<file path="src/rtl/chained_hash_table_engine_macros.svh">
// ----------------------------------------------------------------------------
// chained_hash_table_engine_macros.svh
// Assertion macros shared by the hash table engine RTL.
// ----------------------------------------------------------------------------
`ifndef CHAINED_HASH_TABLE_ENGINE_MACROS_SVH
`define CHAINED_HASH_TABLE_ENGINE_MACROS_SVH

// Check a property on every clock edge outside reset.
`define CHT_ASSERT(lbl, prop, msg) \
  lbl: assert property (@(posedge clk) disable iff (rst) prop) else $error(msg);

// Check a property on every clock edge, reset included.
`define CHT_ASSERT_ALWAYS(lbl, prop, msg) \
  lbl: assert property (@(posedge clk) prop) else $error(msg);

`endif

</file>
<file path="src/rtl/cht_pkg.sv">
// ----------------------------------------------------------------------------
// cht_pkg
// Sizes, operation codes, sequencer states and hash step functions.
// ----------------------------------------------------------------------------
`default_nettype none

package cht_pkg;

  localparam int BUCKETS  = 64;
  localparam int NODES    = 256;
  localparam int KEY_BITS = 8;

  localparam int OP_W   = 2;
  localparam int KEY_W  = 8;
  localparam int NID_W  = 8;
  localparam int RES_W  = 8;
  localparam int HASH_W = 32;

  localparam int BKT_W  = (BUCKETS > 1) ? $clog2(BUCKETS) : 1;
  localparam int NODE_W = $clog2(NODES);
  localparam int LINK_W = NODE_W + 1;
  localparam int STEP_W = NODE_W + 1;
  localparam int KCNT_W = (KEY_BITS > 1) ? $clog2(KEY_BITS) : 1;

  // Shift amounts of the one-at-a-time hash.
  localparam int SH_MIX_L = 10;
  localparam int SH_MIX_R = 6;
  localparam int SH_FIN_A = 3;
  localparam int SH_FIN_B = 11;
  localparam int SH_FIN_C = 15;

  typedef enum logic [OP_W-1:0] {
    OP_INSERT = 2'd0,
    OP_LOOKUP = 2'd1,
    OP_DELETE = 2'd2
  } op_t;

  typedef enum logic [7:0] {
    S_IDLE = 8'b0000_0001,
    S_HASH = 8'b0000_0010,
    S_FIN  = 8'b0000_0100,
    S_HEAD = 8'b0000_1000,
    S_INS  = 8'b0001_0000,
    S_WALK = 8'b0010_0000,
    S_CMP  = 8'b0100_0000,
    S_DONE = 8'b1000_0000
  } state_t;

  // One key bit folded into the running hash.
  function automatic logic [HASH_W-1:0] hash_step(input logic [HASH_W-1:0] h,
                                                  input logic b);
    logic [HASH_W-1:0] t;
    t = h + HASH_W'(b);
    t = t + (t << SH_MIX_L);
    t = t ^ (t >> SH_MIX_R);
    return t;
  endfunction

  // Final avalanche after the last key bit.
  function automatic logic [HASH_W-1:0] hash_final(input logic [HASH_W-1:0] h);
    logic [HASH_W-1:0] t;
    t = h + (h << SH_FIN_A);
    t = t ^ (t >> SH_FIN_B);
    t = t + (t << SH_FIN_C);
    return t;
  endfunction

endpackage

`default_nettype wire

</file>
<file path="src/rtl/chained_hash_table_engine.sv">
// ----------------------------------------------------------------------------
// chained_hash_table_engine
// Hash table with separate chaining over a caller-owned pool of node slots.
// ----------------------------------------------------------------------------
// Usage: present a command word (operation, key, node_id) with in_valid; it
// is taken at a clock edge where in_valid is high and in_stall is low.
// in_stall stays high while a command is being worked on, so one command is
// in flight at a time. Every command returns exactly one result word (hit,
// result_node, bucket) on out_valid / out_stall.
// Timing: the key is hashed one bit per cycle, then a finishing step runs
// and the bucket head is read. For each chain node it visits, a lookup or
// delete first reads the key/link memories, then compares the key. The walk
// is capped at NODES nodes.
// Reset (rst, synchronous) clears all bucket head valid bits at once, so
// every chain starts empty; node key and link memories are not cleared.
// When the receiver stalls, the result word is held in the output register;
// a new command is still taken meanwhile and parks in its final state until
// the output register frees up.
// ----------------------------------------------------------------------------
`default_nettype none

`include "chained_hash_table_engine_macros.svh"

module chained_hash_table_engine (
  input  wire logic                       clk,
  input  wire logic                       rst,
  // command channel
  input  wire logic                       in_valid,
  output logic                            in_stall,
  input  wire logic [cht_pkg::OP_W-1:0]   operation,
  input  wire logic [cht_pkg::KEY_W-1:0]  key,
  input  wire logic [cht_pkg::NID_W-1:0]  node_id,
  // result channel
  output logic                            out_valid,
  input  wire logic                       out_stall,
  output logic                            hit,
  output logic [cht_pkg::RES_W-1:0]       result_node,
  output logic [cht_pkg::BKT_W-1:0]       bucket
);

  cht_pkg::state_t state, state_next;

  // latched command word
  logic [cht_pkg::OP_W-1:0]   cur_op;
  logic [cht_pkg::KEY_W-1:0]  cur_key;
  logic [cht_pkg::NID_W-1:0]  cur_nid;

  // hash unit
  logic [cht_pkg::HASH_W-1:0] hash;
  logic [cht_pkg::KCNT_W-1:0] kcnt;
  logic [cht_pkg::BKT_W-1:0]  bkt;

  // chain walk
  logic                       walk_valid;
  logic [cht_pkg::NODE_W-1:0] walk_slot;
  logic [cht_pkg::NODE_W-1:0] prev_slot;
  logic                       has_prev;
  logic [cht_pkg::STEP_W-1:0] steps;

  // pending result
  logic                       res_hit;
  logic [cht_pkg::RES_W-1:0]  res_node;

  // memories
  logic [cht_pkg::NODE_W-1:0] head_mem [cht_pkg::BUCKETS];
  logic [cht_pkg::BUCKETS-1:0] head_valid;
  logic [cht_pkg::KEY_W-1:0]  key_mem  [cht_pkg::NODES];
  logic [cht_pkg::LINK_W-1:0] link_mem [cht_pkg::NODES];
  logic [cht_pkg::KEY_W-1:0]  key_rd;
  logic [cht_pkg::LINK_W-1:0] link_rd;

  // write ports
  logic                       head_we;
  logic [cht_pkg::LINK_W-1:0] head_wdata;
  logic                       key_we;
  logic                       link_we;
  logic [cht_pkg::NODE_W-1:0] link_waddr;
  logic [cht_pkg::LINK_W-1:0] link_wdata;

  logic in_take;
  logic out_free;
  logic ins_ok;
  logic key_match;
  logic walk_end;
  logic is_insert;
  logic is_search;

  assign in_stall  = (state != cht_pkg::S_IDLE);
  assign in_take   = in_valid && !in_stall;
  assign out_free  = !out_valid || !out_stall;
  assign ins_ok    = (32'(cur_nid) < cht_pkg::NODES);
  assign key_match = (key_rd == cur_key);
  assign walk_end  = !walk_valid || (steps == cht_pkg::STEP_W'(cht_pkg::NODES));
  assign is_insert = (cur_op == cht_pkg::OP_INSERT);
  assign is_search = (cur_op == cht_pkg::OP_LOOKUP) || (cur_op == cht_pkg::OP_DELETE);

  // Sequencer and memory write control.
  always_comb begin
    state_next = state;
    head_we    = 1'b0;
    head_wdata = {1'b1, cht_pkg::NODE_W'(cur_nid)};
    key_we     = 1'b0;
    link_we    = 1'b0;
    link_waddr = cht_pkg::NODE_W'(cur_nid);
    link_wdata = {walk_valid, walk_slot};
    case (state)
      cht_pkg::S_IDLE: begin
        if (in_take) state_next = cht_pkg::S_HASH;
      end
      cht_pkg::S_HASH: begin
        if (kcnt == cht_pkg::KCNT_W'(cht_pkg::KEY_BITS - 1)) state_next = cht_pkg::S_FIN;
      end
      cht_pkg::S_FIN: begin
        // unused codes and out-of-pool inserts report a miss right away
        if ((is_insert && ins_ok) || is_search) state_next = cht_pkg::S_HEAD;
        else state_next = cht_pkg::S_DONE;
      end
      cht_pkg::S_HEAD: begin
        state_next = is_insert ? cht_pkg::S_INS : cht_pkg::S_WALK;
      end
      cht_pkg::S_INS: begin
        // push onto chain head: new node links to the old head
        key_we     = 1'b1;
        link_we    = 1'b1;
        head_we    = 1'b1;
        state_next = cht_pkg::S_DONE;
      end
      cht_pkg::S_WALK: begin
        state_next = walk_end ? cht_pkg::S_DONE : cht_pkg::S_CMP;
      end
      cht_pkg::S_CMP: begin
        if (key_match) begin
          if (cur_op == cht_pkg::OP_DELETE) begin
            // unlink: predecessor or head takes the victim's link
            if (has_prev) begin
              link_we    = 1'b1;
              link_waddr = prev_slot;
              link_wdata = link_rd;
            end else begin
              head_we    = 1'b1;
              head_wdata = link_rd;
            end
          end
          state_next = cht_pkg::S_DONE;
        end else begin
          state_next = cht_pkg::S_WALK;
        end
      end
      cht_pkg::S_DONE: begin
        if (out_free) state_next = cht_pkg::S_IDLE;
      end
      default: state_next = cht_pkg::S_IDLE;
    endcase
  end

  always_ff @(posedge clk) begin
    if (rst) state <= cht_pkg::S_IDLE;
    else state <= state_next;
  end

  // Command latch, hash unit and walk registers.
  always_ff @(posedge clk) begin
    if (in_take) begin
      cur_op   <= operation;
      cur_key  <= key;
      cur_nid  <= node_id;
      hash     <= '0;
      kcnt     <= '0;
      res_hit  <= 1'b0;
      res_node <= '0;
    end
    case (state)
      cht_pkg::S_HASH: begin
        hash <= cht_pkg::hash_step(hash, cur_key[kcnt]);
        kcnt <= kcnt + 1'b1;
      end
      cht_pkg::S_FIN: begin
        // bucket count is a power of two: the modulo keeps the low bits
        bkt <= cht_pkg::BKT_W'(cht_pkg::hash_final(hash));
      end
      cht_pkg::S_HEAD: begin
        walk_valid <= head_valid[bkt];
        walk_slot  <= head_mem[bkt];
        has_prev   <= 1'b0;
        steps      <= '0;
      end
      cht_pkg::S_INS: begin
        res_hit  <= 1'b1;
        res_node <= cht_pkg::RES_W'(cur_nid);
      end
      cht_pkg::S_CMP: begin
        if (key_match) begin
          res_hit  <= 1'b1;
          res_node <= cht_pkg::RES_W'(walk_slot);
        end else begin
          // advance to the next node
          prev_slot  <= walk_slot;
          has_prev   <= 1'b1;
          walk_valid <= link_rd[cht_pkg::LINK_W-1];
          walk_slot  <= link_rd[cht_pkg::NODE_W-1:0];
          steps      <= steps + 1'b1;
        end
      end
      default: ;
    endcase
  end

  // Memories: one write port each, registered reads.
  always_ff @(posedge clk) begin
    if (head_we) head_mem[bkt] <= head_wdata[cht_pkg::NODE_W-1:0];
    if (key_we) key_mem[cht_pkg::NODE_W'(cur_nid)] <= cur_key;
    if (link_we) link_mem[link_waddr] <= link_wdata;
    key_rd  <= key_mem[walk_slot];
    link_rd <= link_mem[walk_slot];
  end

  always_ff @(posedge clk) begin
    if (rst) head_valid <= '0;
    else if (head_we) head_valid[bkt] <= head_wdata[cht_pkg::LINK_W-1];
  end

  // Output register.
  always_ff @(posedge clk) begin
    if (rst) begin
      out_valid <= 1'b0;
    end else if (state == cht_pkg::S_DONE && out_free) begin
      out_valid <= 1'b1;
    end else if (!out_stall) begin
      out_valid <= 1'b0;
    end
  end

  always_ff @(posedge clk) begin
    if (state == cht_pkg::S_DONE && out_free) begin
      hit         <= res_hit;
      result_node <= res_node;
      bucket      <= bkt;
    end
  end

  `CHT_ASSERT(a_take_starts_hash, in_take |=> (state == cht_pkg::S_HASH), "take without hashing")
  `CHT_ASSERT(a_step_cap, (state == cht_pkg::S_CMP) |-> !walk_end, "walk went past the node cap")
  `CHT_ASSERT(a_out_from_done, $rose(out_valid) |-> $past(state == cht_pkg::S_DONE), "stray result")
  `CHT_ASSERT(a_insert_sets_head, (state == cht_pkg::S_INS) |=> head_valid[bkt], "empty head")

endmodule

`default_nettype wire

</file>
<file path="config.mk">
export PLATFORM = sky130hd
export DESIGN_NAME = chained_hash_table_engine
export DESIGN_NICKNAME = d
export VERILOG_FILES = /design/src/rtl/cht_pkg.sv /design/src/rtl/chained_hash_table_engine.sv
export VERILOG_INCLUDE_DIRS = /design/src /design/src/rtl
export SDC_FILE = /design/constraint.sdc
export NUM_CORES = 2
export LEC_CHECK = 0
export BUFFER_PORTS_ARGS = -buffer_cell sky130_fd_sc_hd__buf_2
export CORE_AREA = 5 5 733 553
export DETAILED_ROUTE_END_ITERATION = 10
export DIE_AREA = 0 0 738 558
export GPL_ROUTABILITY_DRIVEN = 0
export PLACE_DENSITY = 0.72
export SLEW_MARGIN = 15
export SYNTH_ARGS = -nofsm -noshare
export SYNTH_HDL_FRONTEND = slang
export SYNTH_MEMORY_MAX_BITS = 65536
export SYNTH_SLANG_ARGS = --single-unit
</file>
<file path="constraint.sdc">
create_clock -name clk -period 33.4 [get_ports clk]
set_input_delay 5.01 -clock clk [delete_from_list [all_inputs] [get_ports clk]]
set_output_delay 5.01 -clock clk [all_outputs]
set_load 0.005 [all_outputs]
</file>
* After elaboration in Yosys (flattened, before gate mapping) *
Memory sizes are Yosys's and may differ from the RTL's. A register that Yosys moved wholly into a read port is not among the register bits.
Cells that the tools add are included.

cells by class
  add/sub/neg operators = 6
  $lt $le $gt $ge = 3
  equality and inequality tests = 19
  muxes and demuxes = 63
  bitwise logic cells = 3
  reduce and logical (&&, ||, !) cells = 17

operators by type and width
  cell                 number
  $mux 8               13
  $mux 9               9
  $bwmux 64            1
  $mux 32              2
  $pmux 8 s8           1
  $add 32x1->32        1
  $add 32x32->32       1
  $pmux 8 s2           2
  $xor 32x26->32       1
  $mux 1               22
  $pmux 9 s2           1
  $add 17x17->17       1
  $mux 6               2
  $pmux 1 s2           5
  $add 9x1->9 const B  1
  $eq 9x9->1 const B   1
  $eq 8x1->1 const B   1
  $eq 8x2->1 const B   1
  $eq 8x3->1 const B   1
  $eq 8x4->1 const B   1
  $eq 8x5->1 const B   1
  $eq 8x6->1 const B   1
  $eq 8x7->1 const B   1
  $eq 8x8->1           1
  other kinds (25)     39

word-level totals
  register bits = 183
  RAM bits = 4,864
  logic and storage cells = 133
  memories = 3

memory list
  name      depth  width  rd ports  clocked after memory_dff  wr ports  RTL line                         text
  link_mem  256    9      1         1                         1         chained_hash_table_engine.sv:68  logic [cht_pkg::LINK_W-1:0] link_mem [cht_pkg::NODES];
  key_mem   256    8      1         1                         1         chained_hash_table_engine.sv:67  logic [cht_pkg::KEY_W-1:0] key_mem [cht_pkg::NODES];
  head_mem  64     8      1         1                         1         chained_hash_table_engine.sv:65  logic [cht_pkg::NODE_W-1:0] head_mem [cht_pkg::BUCKETS];

* Depth between registers and ports, before layout *
  word-level depth = 6
  mapped depth = 20
  gate-level depth less buffers = 20

* Worst setup path after synthesis *
OpenSTA, ideal clock, no wires.

  path type = flip-flop to flip-flop
  start = register cur_key[5] (netlist bit)
  end = memory link_mem[0][8] (netlist bit), data pin
  library setup time = 2.189 ns
  data arrival time = 14.716 ns
  required time = 31.211 ns
  path slack = 16.495 ns
  stages on the path, launching flop included = 10
  path buffers = 4
  clock period less this slack = 16.905 ns
  cell sequence = edfxtp_1 > xnor2_1 > nand4_1 > nor3_4 > nand4b_1 > buf_4 > buf_6 > buf_6 > clkbuf_1 > o21ai_0

between the ends
  cells in the longest elaborated chain, start to end = 3

RTL lines
  item                     RTL line                          text
  from (decl)              chained_hash_table_engine.sv:45   logic [cht_pkg::KEY_W-1:0] cur_key;
  from (signal assigned)   chained_hash_table_engine.sv:165  cur_key <= key;
  $eq 8x8->1               chained_hash_table_engine.sv:92   assign key_match = (key_rd == cur_key);
  $mux 9                   chained_hash_table_engine.sv:132  if (key_match) begin
  $mux 9                   chained_hash_table_engine.sv:106  case (state)
  via link_wdata, one bit  chained_hash_table_engine.sv:78   logic [cht_pkg::LINK_W-1:0] link_wdata;
  to (decl)                chained_hash_table_engine.sv:68

The timed path passes the listed nets, and every way through them passes these cells.

==> summary by stage <==
Status
The flow ran to the end, and the final reports show no timing, DRC or antenna violations.

Clocking
The maximum level of the CTS H-tree is 5. The CTS tree is built. The number of buffers on the longest clock path is 4. After clock tree synthesis, the flow added hold-fix buffers numbering 0. Post-CTS repair changed the size of 0 cells. The source-to-sink clock delay at the later pin of the worst-skew pair is 0.97 ns. The number of sinks driven by the clock tree is 5070.

The root cell of the clock tree is sky130_fd_sc_hd__clkbuf_16. After clock tree synthesis, the setup repair step added 0 buffers. The clock edge transition at the registers on the reported setup and hold paths is 0.06 ns. The number of buffers inserted during clock tree synthesis is 449.

Layout
The net count of the finished layout is 9037. The area growth from synthesis to final layout is 10.3%. The fraction of the core area covered by cells at the end of the flow is 54.9%. The fraction of layout instances using a drive strength above 1 is 27.1%.

STA
The final critical path time including I/O delays and setup is 7.65 ns. Headroom to the max-slew limit came out at 15.7%. The final-report hold violation count came to 0.

The final-report max-slew violation count is 0. The maximum clock skew at final layout is 0.110 ns. Static timing analysis puts the maximum clock frequency at 131 MHz. The final number of setup-violating endpoints is 0. Setup repair after global routing left no endpoint under its margin. For the pin with the worst max-slew slack, the measured transition is 1.26 ns. The setup total negative slack is 0 ns.

The worst hold slack across all endpoints is 0.435 ns. The fraction of the cycle the final worst path needs is 22.9%.

Critical path
The critical path is of the reg2reg type. The critical path arrival is 8.46 ns. The required time of the critical path is 34.21 ns. The largest fanout on the critical path is 41. The element type at the critical path end is a register. The kind of launch point of the worst setup path is a register. The worst reg-to-reg path cell count is 13.

Logic synthesis
A synthesized cell averages 22.5 sq um. The post-synthesis cell type count is 83. The number of cells produced by synthesis is 8808. The share of synthesized registers carrying an async set or reset is 0%.

The post-synth net total is 8872. Yosys mapped a number of flops with a built-in enable equal to 4965. Synthesis inferred 5070 register bits. The primary flip-flop cell chosen by synthesis mapping is sky130_fd_sc_hd__edfxtp_1. For this run, the number of Yosys warnings is 0.

The fraction of the yosys area taken by sequential cells is 76.4%. The area of the mapped netlist is 0.198 sq mm.

Pwr
The share of power burned in registers is 56.6%. Of the total power, the share spent switching nets is 20.5%. The power density relative to cell area is 56.8 mW/mm^2.

Of the total power, the clock network draws 40.4%. Summed over all nets, the switching power comes to 0.00255 W. Across the VDD grid, the largest voltage drop is 0.0535 mV. Summed over all cells, the static leakage comes to 66.6 nW. The internal cell power is 0.00987 W. The part of the power in combinational logic is 3.0%.

Worst hold path
The path class of the tightest hold or removal check is reg2reg. The number of cells on the worst hold path is 0.

Route
The detail route stage leaves a number of antenna-violating nets equal to 0. The number of vias per cell after detailed routing is 6.41. The residual DRC count is 0.

The first-iteration detailed-routing DRC count is 13800. The wire length per cell is 32.0 microns. The number of detailed-route iterations in the first pass is 8. Across all layers, the routed design uses 93800 vias. The final wirelength is 468000 microns.

GRT
The initial antenna violation count is 24. Entering global routing, the biggest net connects 198 pins. The wire length of the first global-routing pass is 678000 microns.

For this run the aggregate overflow at the end of global routing stands at 0. The met2 layer usage reported by global route is 33.1%. The highest-utilization routing layer at the global route stage is met1.

For met3 alone, demand over resource in global routing was 6.45%. Across every metal layer, demand over resource in global routing totals 22.6%. The via count of the first global-routing pass was 93600. Global routing used 33.9% of the available met1 tracks.

Floorplan
The starting density of the core is 49.8%. The die is 558 microns tall. The boundary pin count is 39. In this run the horizontal extent of the chip is 738 microns. The area of the die is 0.412 sq mm. After floorplanning, the core was divided into 201 placement rows.

The area of the core is 0.398 sq mm.

Placed design
Input and output buffers added on the ports amount to 38. The half-perimeter wire length after detailed placement is 274000 microns.

Job
The max-cap check violation count is 0.
==> flip-flops by register name (all words and copies together) (netlist names), 9 cells and up, named ones only <==
register    cells
hash           32
head_mem      512
head_valid     64
key_mem      2048
link_mem     2304
link_rd         9
steps           9
==> power groups by stage <==
stage / sequential [W] / clock, W / combinational (W)
floorplan: 0.00722 / 0 / 0.000201
global placement: 0.00717 / 0 / 0.000350
detailed placement: 0.00717 / 0 / 0.000369
CTS: 0.00703 / 0.00507 / 0.000369
global route: 0.00703 / 0.00534 / 0.000403
finish: 0.00703 / 0.00501 / 0.000374
==> cells in the final DEF, fill, tap and decap left out, types with 14 or more instances in the layout <==
| cell | netlist | routed |
|---|---|---|
| sky130_fd_sc_hd__edfxtp_1 | 4965 | 4965 |
| sky130_fd_sc_hd__mux4_2 | 1534 | 1534 |
| sky130_fd_sc_hd__nor2_1 | 655 | 645 |
| sky130_fd_sc_hd__clkbuf_16 | 0 | 457 |
| sky130_fd_sc_hd__buf_4 | 3 | 156 |
| sky130_fd_sc_hd__nand2_1 | 138 | 120 |
| sky130_fd_sc_hd__mux2i_1 | 106 | 106 |
| sky130_fd_sc_hd__clkinv_1 | 1 | 104 |
| sky130_fd_sc_hd__dfxtp_1 | 105 | 102 |
| sky130_fd_sc_hd__clkbuf_1 | 261 | 102 |
| sky130_fd_sc_hd__clkinv_2 | 0 | 82 |
| sky130_fd_sc_hd__nand2b_1 | 81 | 77 |
| sky130_fd_sc_hd__a22oi_1 | 71 | 71 |
| sky130_fd_sc_hd__xnor2_1 | 61 | 61 |
| sky130_fd_sc_hd__nand3_1 | 54 | 50 |
| sky130_fd_sc_hd__mux2_2 | 49 | 49 |
| sky130_fd_sc_hd__ha_1 | 40 | 40 |
| sky130_fd_sc_hd__nor2_2 | 29 | 38 |
| sky130_fd_sc_hd__buf_2 | 155 | 38 |
| sky130_fd_sc_hd__xor2_1 | 37 | 37 |
| sky130_fd_sc_hd__a21oi_1 | 31 | 31 |
| sky130_fd_sc_hd__inv_1 | 28 | 28 |
| sky130_fd_sc_hd__bufinv_16 | 0 | 27 |
| sky130_fd_sc_hd__nor3_1 | 24 | 24 |
| sky130_fd_sc_hd__a31oi_1 | 24 | 24 |
| sky130_fd_sc_hd__and3_1 | 23 | 23 |
| sky130_fd_sc_hd__o21ai_0 | 25 | 22 |
| sky130_fd_sc_hd__a221oi_1 | 21 | 21 |
| sky130_fd_sc_hd__clkbuf_8 | 0 | 17 |
| sky130_fd_sc_hd__a21o_1 | 17 | 16 |
| sky130_fd_sc_hd__nor2b_1 | 17 | 14 |
| sky130_fd_sc_hd__buf_12 | 0 | 14 |
==> cell type report <==
cell class / instances / area [sq um]
Antenna cell: 11 / 27.5
Clock buffer: 577 / 12100
Clock inverter: 240 / 1920
Fill cell: 28600 / 179000
Inverter: 29 / 109
Multi-Input combinational cell: 3207 / 44800
Sequential cell: 5070 / 151000
Tap cell: 5278 / 6600
Timing Repair Buffer: 216 / 1770
==> layer usage <==
layer  vias to the layer above  wire [microns]
met2                      5725          212000
met1                     49900          185000
met4                        12           11900
li1                      37400               -
met3                       730           59300
met5                         -              69
==> critical path, cell delays in order (launching register included) <==
cell and delay (ns):
sky130_fd_sc_hd__edfxtp_1 0.35, sky130_fd_sc_hd__buf_4 0.52, sky130_fd_sc_hd__buf_4 0.80, sky130_fd_sc_hd__buf_4 0.81, sky130_fd_sc_hd__buf_4 0.71, sky130_fd_sc_hd__buf_4 0.72, sky130_fd_sc_hd__buf_4 0.82, sky130_fd_sc_hd__buf_4 0.67
sky130_fd_sc_hd__mux4_2 0.64, sky130_fd_sc_hd__mux4_2 0.55, sky130_fd_sc_hd__a22oi_1 0.33, sky130_fd_sc_hd__nand3_1 0.15, sky130_fd_sc_hd__nand2_1 0.14, sky130_fd_sc_hd__a31oi_1 0.05
==> synthesized netlist by cell type (10+ instances only) <==
master | n | area [sq um]
sky130_fd_sc_hd__a21o_1 | 17 | 128
sky130_fd_sc_hd__a21oi_1 | 31 | 155
sky130_fd_sc_hd__a221oi_1 | 21 | 184
sky130_fd_sc_hd__a22oi_1 | 71 | 533
sky130_fd_sc_hd__a31oi_1 | 24 | 150
sky130_fd_sc_hd__and3_1 | 23 | 144
sky130_fd_sc_hd__buf_1 | 69 | 259
sky130_fd_sc_hd__buf_2 | 155 | 776
sky130_fd_sc_hd__buf_6 | 13 | 146
sky130_fd_sc_hd__clkbuf_1 | 261 | 980
sky130_fd_sc_hd__dfxtp_1 | 105 | 2100
sky130_fd_sc_hd__edfxtp_1 | 4965 | 149000
sky130_fd_sc_hd__ha_1 | 40 | 500
sky130_fd_sc_hd__inv_1 | 28 | 105
sky130_fd_sc_hd__mux2_2 | 49 | 552
sky130_fd_sc_hd__mux2i_1 | 106 | 1060
sky130_fd_sc_hd__mux4_2 | 1534 | 34500
sky130_fd_sc_hd__nand2_1 | 138 | 518
sky130_fd_sc_hd__nand2b_1 | 81 | 507
sky130_fd_sc_hd__nand3_1 | 54 | 270
sky130_fd_sc_hd__nand4_1 | 10 | 62.6
sky130_fd_sc_hd__nor2_1 | 655 | 2460
sky130_fd_sc_hd__nor2_2 | 29 | 181
sky130_fd_sc_hd__nor2b_1 | 17 | 106
sky130_fd_sc_hd__nor3_1 | 24 | 120
sky130_fd_sc_hd__o21ai_0 | 25 | 125
sky130_fd_sc_hd__o22ai_1 | 20 | 125
sky130_fd_sc_hd__xnor2_1 | 61 | 534
sky130_fd_sc_hd__xor2_1 | 37 | 324
==> cells by family after synthesis <==
group / synth area share [%]
AND/OR/NAND/NOR: 2.52
AO/OA/AOI/OAI: 0.981
flip-flops: 76.4
XOR/XNOR: 0.445
buffers and inverters: 1.16
adder cells (fa/ha/maj): 0.273
multiplexers: 18.3
==> final timing paths <==
| check | start | end | slack (ns) |
|---|---|---|---|
| hold reg to reg | res_node[0] | result_node[0] | 0.43 |
| hold / removal | res_node[0] | result_node[0] | 0.43 |
| setup reg to reg | walk_slot[0] | link_rd[7] | 25.75 |
| setup / recovery | walk_slot[0] | link_rd[7] | 25.75 |
==> metrics by stage <==
stage	total power [W]	area, sq um	setup slack (ns)	cells
2_1_floorplan	0.00742	198000	16.50	8808
3_3_place_gp	0.00752	204000	25.64	13800
3_5_place_dp	0.00754	204000	25.60	13800
4_1_cts	0.0125	218000	25.57	14600
5_1_grt	0.0128	218000	24.95	14600
6_report	0.0124	218000	25.75	14600
No activity file was read; power rests on OpenSTA's default activity.
